[config.mk]
export PLATFORM = sky130hd
export DESIGN_NAME = lphm_ctrl
export DESIGN_NICKNAME = d
export VERILOG_FILES = /design/src/hdl/lphm_pkg.sv /design/src/hdl/lphm_ctrl.sv
export SDC_FILE = /design/constraint.sdc
export NUM_CORES = 1
export LEC_CHECK = 0
export BUFFER_PORTS_ARGS = -buffer_cell sky130_fd_sc_hd__buf_2
export CELL_PAD_IN_SITES_DETAIL_PLACEMENT = 1
export CELL_PAD_IN_SITES_GLOBAL_PLACEMENT = 2
export CORE_AREA = 5 5 42 44
export CTS_CLUSTER_DIAMETER = 80
export DETAILED_ROUTE_END_ITERATION = 12
export DIE_AREA = 0 0 47 49
export PLACE_DENSITY = 0.69
export SYNTH_ARGS = -nofsm -noshare
export SYNTH_HDL_FRONTEND = slang
export SYNTH_SLANG_ARGS = --single-unit
[constraint.sdc]
create_clock -name clock -period 3.7 [get_ports clock]
set_clock_uncertainty 0.05 [all_clocks]
set_input_delay 1.11 -clock clock [delete_from_list [all_inputs] [get_ports clock]]
set_output_delay 1.11 -clock clock [all_outputs]
set_load 0.02 [all_outputs]
[src/hdl/lphm_pkg.sv]
// Shared types and constants for the linear-probing hash map core.
// No dependencies; every other file of the block but lphm_ram imports this package.
package lphm_pkg;

   localparam int KEY_W      = 32;
   localparam int VAL_W      = 32;
   localparam int STATUS_W   = 3;
   localparam int OCC_W      = 8;
   localparam int MARK_W     = 2;
   localparam int ENTRY_W    = MARK_W + KEY_W + VAL_W;
   // home-slot remainder: reciprocal multiply, then multiply back and subtract
   localparam int HASH_STEPS = 2;

   localparam logic [MARK_W-1:0] MARK_EMPTY   = 2'd0;
   localparam logic [MARK_W-1:0] MARK_USED    = 2'd1;
   localparam logic [MARK_W-1:0] MARK_DELETED = 2'd2;

   localparam logic MODE_INSERT = 1'b0;
   localparam logic MODE_REMOVE = 1'b1;

   localparam logic [STATUS_W-1:0] STATUS_INSERTED  = 3'd0;
   localparam logic [STATUS_W-1:0] STATUS_UPDATED   = 3'd1;
   localparam logic [STATUS_W-1:0] STATUS_REMOVED   = 3'd2;
   localparam logic [STATUS_W-1:0] STATUS_NOT_FOUND = 3'd3;
   localparam logic [STATUS_W-1:0] STATUS_FULL      = 3'd4;
   localparam logic [STATUS_W-1:0] STATUS_INVALID   = 3'd5;

   typedef enum logic [2:0] {
      ST_CLEAR,
      ST_IDLE,
      ST_HASH,
      ST_PSTART,
      ST_PREAD,
      ST_PEVAL
   } state_type;

   typedef struct packed {
      logic clr_step;
      logic load;
      logic reject;
      logic hash_step;
      logic probe_init;
      logic probe_adv;
      logic commit;
   } cmd_type;

   typedef struct packed {
      logic clr_last;
      logic key_zero;
      logic hash_last;
      logic probe_stop;
   } stat_type;

endpackage

[src/hdl/lphm_ctrl.sv]
// Controller state machine: table clear, hashing, probe loop and commit sequencing.
// Depends on lphm_pkg; drives the datapath through cmd_type and reads stat_type.
module lphm_ctrl (
   input  logic               clock,
   input  logic               reset,
   input  logic               start,
   output logic               busy,
   input  lphm_pkg::stat_type stat,
   output lphm_pkg::cmd_type  cmd
);
   import lphm_pkg::*;

   state_type state_ff, state_in;

   always_comb begin
      state_in = state_ff;
      case (state_ff)
         ST_CLEAR: begin
            if (stat.clr_last) state_in = ST_IDLE;
         end
         ST_IDLE: begin
            if (start && !stat.key_zero) state_in = ST_HASH;
         end
         ST_HASH: begin
            if (stat.hash_last) state_in = ST_PSTART;
         end
         ST_PSTART: state_in = ST_PREAD;
         ST_PREAD:  state_in = ST_PEVAL;
         ST_PEVAL: begin
            state_in = stat.probe_stop ? ST_IDLE : ST_PREAD;
         end
         default: state_in = ST_CLEAR;
      endcase
   end

   always_comb begin
      cmd  = '0;
      busy = 1'b1;
      case (state_ff)
         ST_CLEAR: cmd.clr_step = 1'b1;
         ST_IDLE: begin
            busy       = 1'b0;
            cmd.load   = start;
            cmd.reject = start && stat.key_zero;
         end
         ST_HASH:   cmd.hash_step  = 1'b1;
         ST_PSTART: cmd.probe_init = 1'b1;
         ST_PREAD:  cmd = '0;
         ST_PEVAL: begin
            cmd.commit    = stat.probe_stop;
            cmd.probe_adv = !stat.probe_stop;
         end
         default: cmd = '0;
      endcase
   end

   always_ff @(posedge clock) begin
      if (reset) begin
         state_ff <= ST_CLEAR;
      end else begin
         state_ff <= state_in;
      end
   end

endmodule

==> metrics <==
most common cell after layout, fill and taps aside buf_2; unrepaired setup endpoints after global routing no; switching part of the total power 33.2%; I/O pin count 15; CTS H-tree lvls 1; Vias per Instance 4.52; global-route wire length before repair 1.08 mm; DRT antenna net count 0; latest clock arrival within the worst-skew pair 240 ps; WL final between 600 and 700 µm; Top reg by flops state_ff; Avg Inst Size Synth 8.47 µm²; commonest cells after routing, fill and taps aside 14 x buf_2, 3 x nor3_1, 3 x clkbuf_4, 3 x dfxtp_1; R2R Setup Slk ~2400 ps; sequential share of the synthesized area approximately a quarter; CTS clock-pin slew for the worst setup and hold paths 40 ps; Setup crit end kind output port; Synth Cell Area 254 µm²; Cells after Synth 30; clock group share of total power 41.8%; Gate power share 27.7%; Max Buffers Root-to-Sink 2; Layout area overhead 34.0%; final hold violation count 0; Final setup viols 0; Largest regs state_ff (3); HP Class flop to flop; Final GP Congestion 0.578; fmax between 300 and 400 MHz; status finished clean; DR pass1 iterations 3; CP Max Fanout 3; P_leak ~0.16 nW; final period utilization between 70 and 80%; row count 14; Final Cell Area 340 µm²; vias after detailed routing 276; syn nets 37; Die X 47 µm; CTS tree built; Initial DRC Count 4; CP Launch Type input pin; NetSw 0.0467 mW; Sink Count 3; Num CTS Buffers 3; PortBufs 14; Setup CP Type input pin to output port; largest net degree at the start of global routing 12; peak supply drop about 0.000096 V; clock period minus worst slack roughly 2900 ps; DRC viols 0; initial core utilization a little under a fifth; Yosys Warn Count 0; Die Height 49 µm; core outline area 1400 µm²; ANT cells 0; Seq cells post-synth 3; required time worst endpoint 2540 ps; Root Driver clkbuf_4; share of cells above drive strength 1 42.2%; global route overflow 0; Post-CTS Hold Buffers 0; Slew Limit Fails 0; Fin Setup TNS 0 ps; Post-CTS Resized 0; antenna violations before repair 0; synth unique cells 21; DIE AREA 2300 µm²; Flop pwr share between 30% and 40%; vias in the first global route 280; Setup Fix Bufs, Post-CTS 0; Slew @ Worst Pin about 370 ps; post-detailed-route wirelength per cell 10.8 µm; Worst EP arrival 1690 ps; Int Power 0.0938 mW; PwrDens 413 nW/µm²; max reg flops 3; Max-Cap Viols 0; Placed Area 314 µm²; Filler Cell Count 188; Final nets 53; gr usage total about 6.6%; DP Wirelength roughly 480 µm; relative slew slack between 70% and 80%
Yosys cell counts (all sizes together):
cell / n / area [µm²]
buf: 3 / 30.0
dfxtp: 3 / 60.1
nor3: 3 / 15.0
nor3b: 3 / 27.5
inv: 2 / 7.51
mux2i: 2 / 20.0
nand2: 2 / 10.0
nor2: 2 / 7.51
a221o: 1 / 10.0
a22o: 1 / 8.76
a31oi: 1 / 6.26
and2: 1 / 6.26
and3: 1 / 6.26
and3b: 1 / 8.76
nand2b: 1 / 6.26
nand4b: 1 / 8.76
nor4bb: 1 / 10.0
o21ai: 1 / 5.00
power groups by stage:
stage | logic, mW | clock network, mW | registers, mW
6_report | 0.0389 | 0.0588 | 0.0428
5_1_grt | 0.0426 | 0.0676 | 0.0432
4_1_cts | 0.0395 | 0.0605 | 0.0428
3_5_place_dp | 0.0394 | 0 | 0.0433
3_3_place_gp | 0.0397 | 0 | 0.0438
2_1_floorplan | 0.0364 | 0 | 0.0368
cells by family (layout without fill, tap and decap cells):
| kind of cell | after synthesis | in the layout | synth area share [%] |
|---|---|---|---|
| AO/OA/AOI/OAI | 4 | 4 | 11.8 |
| buffers and inverters | 5 | 20 | 14.8 |
| flip-flops | 3 | 3 | 23.6 |
| multiplexers | 2 | 2 | 7.88 |
| AND/OR/NAND/NOR | 16 | 16 | 41.9 |
worst max-delay path: stages:
cell and delay, ps:
buf_2 110, nor4bb_1 260, buf_2 210
cell type report:
class | instances | area [µm²] | share of cell area (%)
sequential | 3 | 60.1 | 17.6
timing repair buffer | 14 | 70.1 | 20.6
tap | 16 | 20.0 | 5.88
clock buffer | 4 | 26.3 | 7.72
inverter | 2 | 7.51 | 2.21
multi-input combinational | 22 | 156 | 46.0
per-stage QoR:
stage | utilization, % | power [mW] | std cells | setup slack [ps] | hold slack [ps]
3_5_place_dp | 22.4 | 0.0827 | 57 | 878 | 579
2_1_floorplan | - | 0.0731 | 30 | 728 | 508
5_1_grt | 24.3 | 0.153 | 61 | 806 | 635
6_report | 24.3 | 0.141 | 61 | 846 | 587
4_1_cts | 24.3 | 0.143 | 61 | 865 | 584
3_3_place_gp | 22.4 | 0.0835 | 57 | 883 | 600
per-layer routing:
metal / part of all wire (%) / vias up / global-route usage (%)
met5: 0 / - / 0
met4: 5.5 / 0 / 8.29
met3: 5.6 / 5 / 1.85
met2: 44 / 12 / 8.14
met1: 45 / 122 / 7.66
li1: - / 137 / -
path summary, 6_finish.rpt:
| kind | end | cells after the start | start |
|---|---|---|---|
| setup / recovery | cmd[1] | 3 | stat[0] |
| hold / removal | state_ff[0] | 2 | state_ff[0] |
| setup reg to reg | state_ff[0] | 3 | state_ff[0] |
| hold reg to reg | state_ff[0] | 2 | state_ff[0] |
Note: power is estimated with default switching activity, not from simulation.
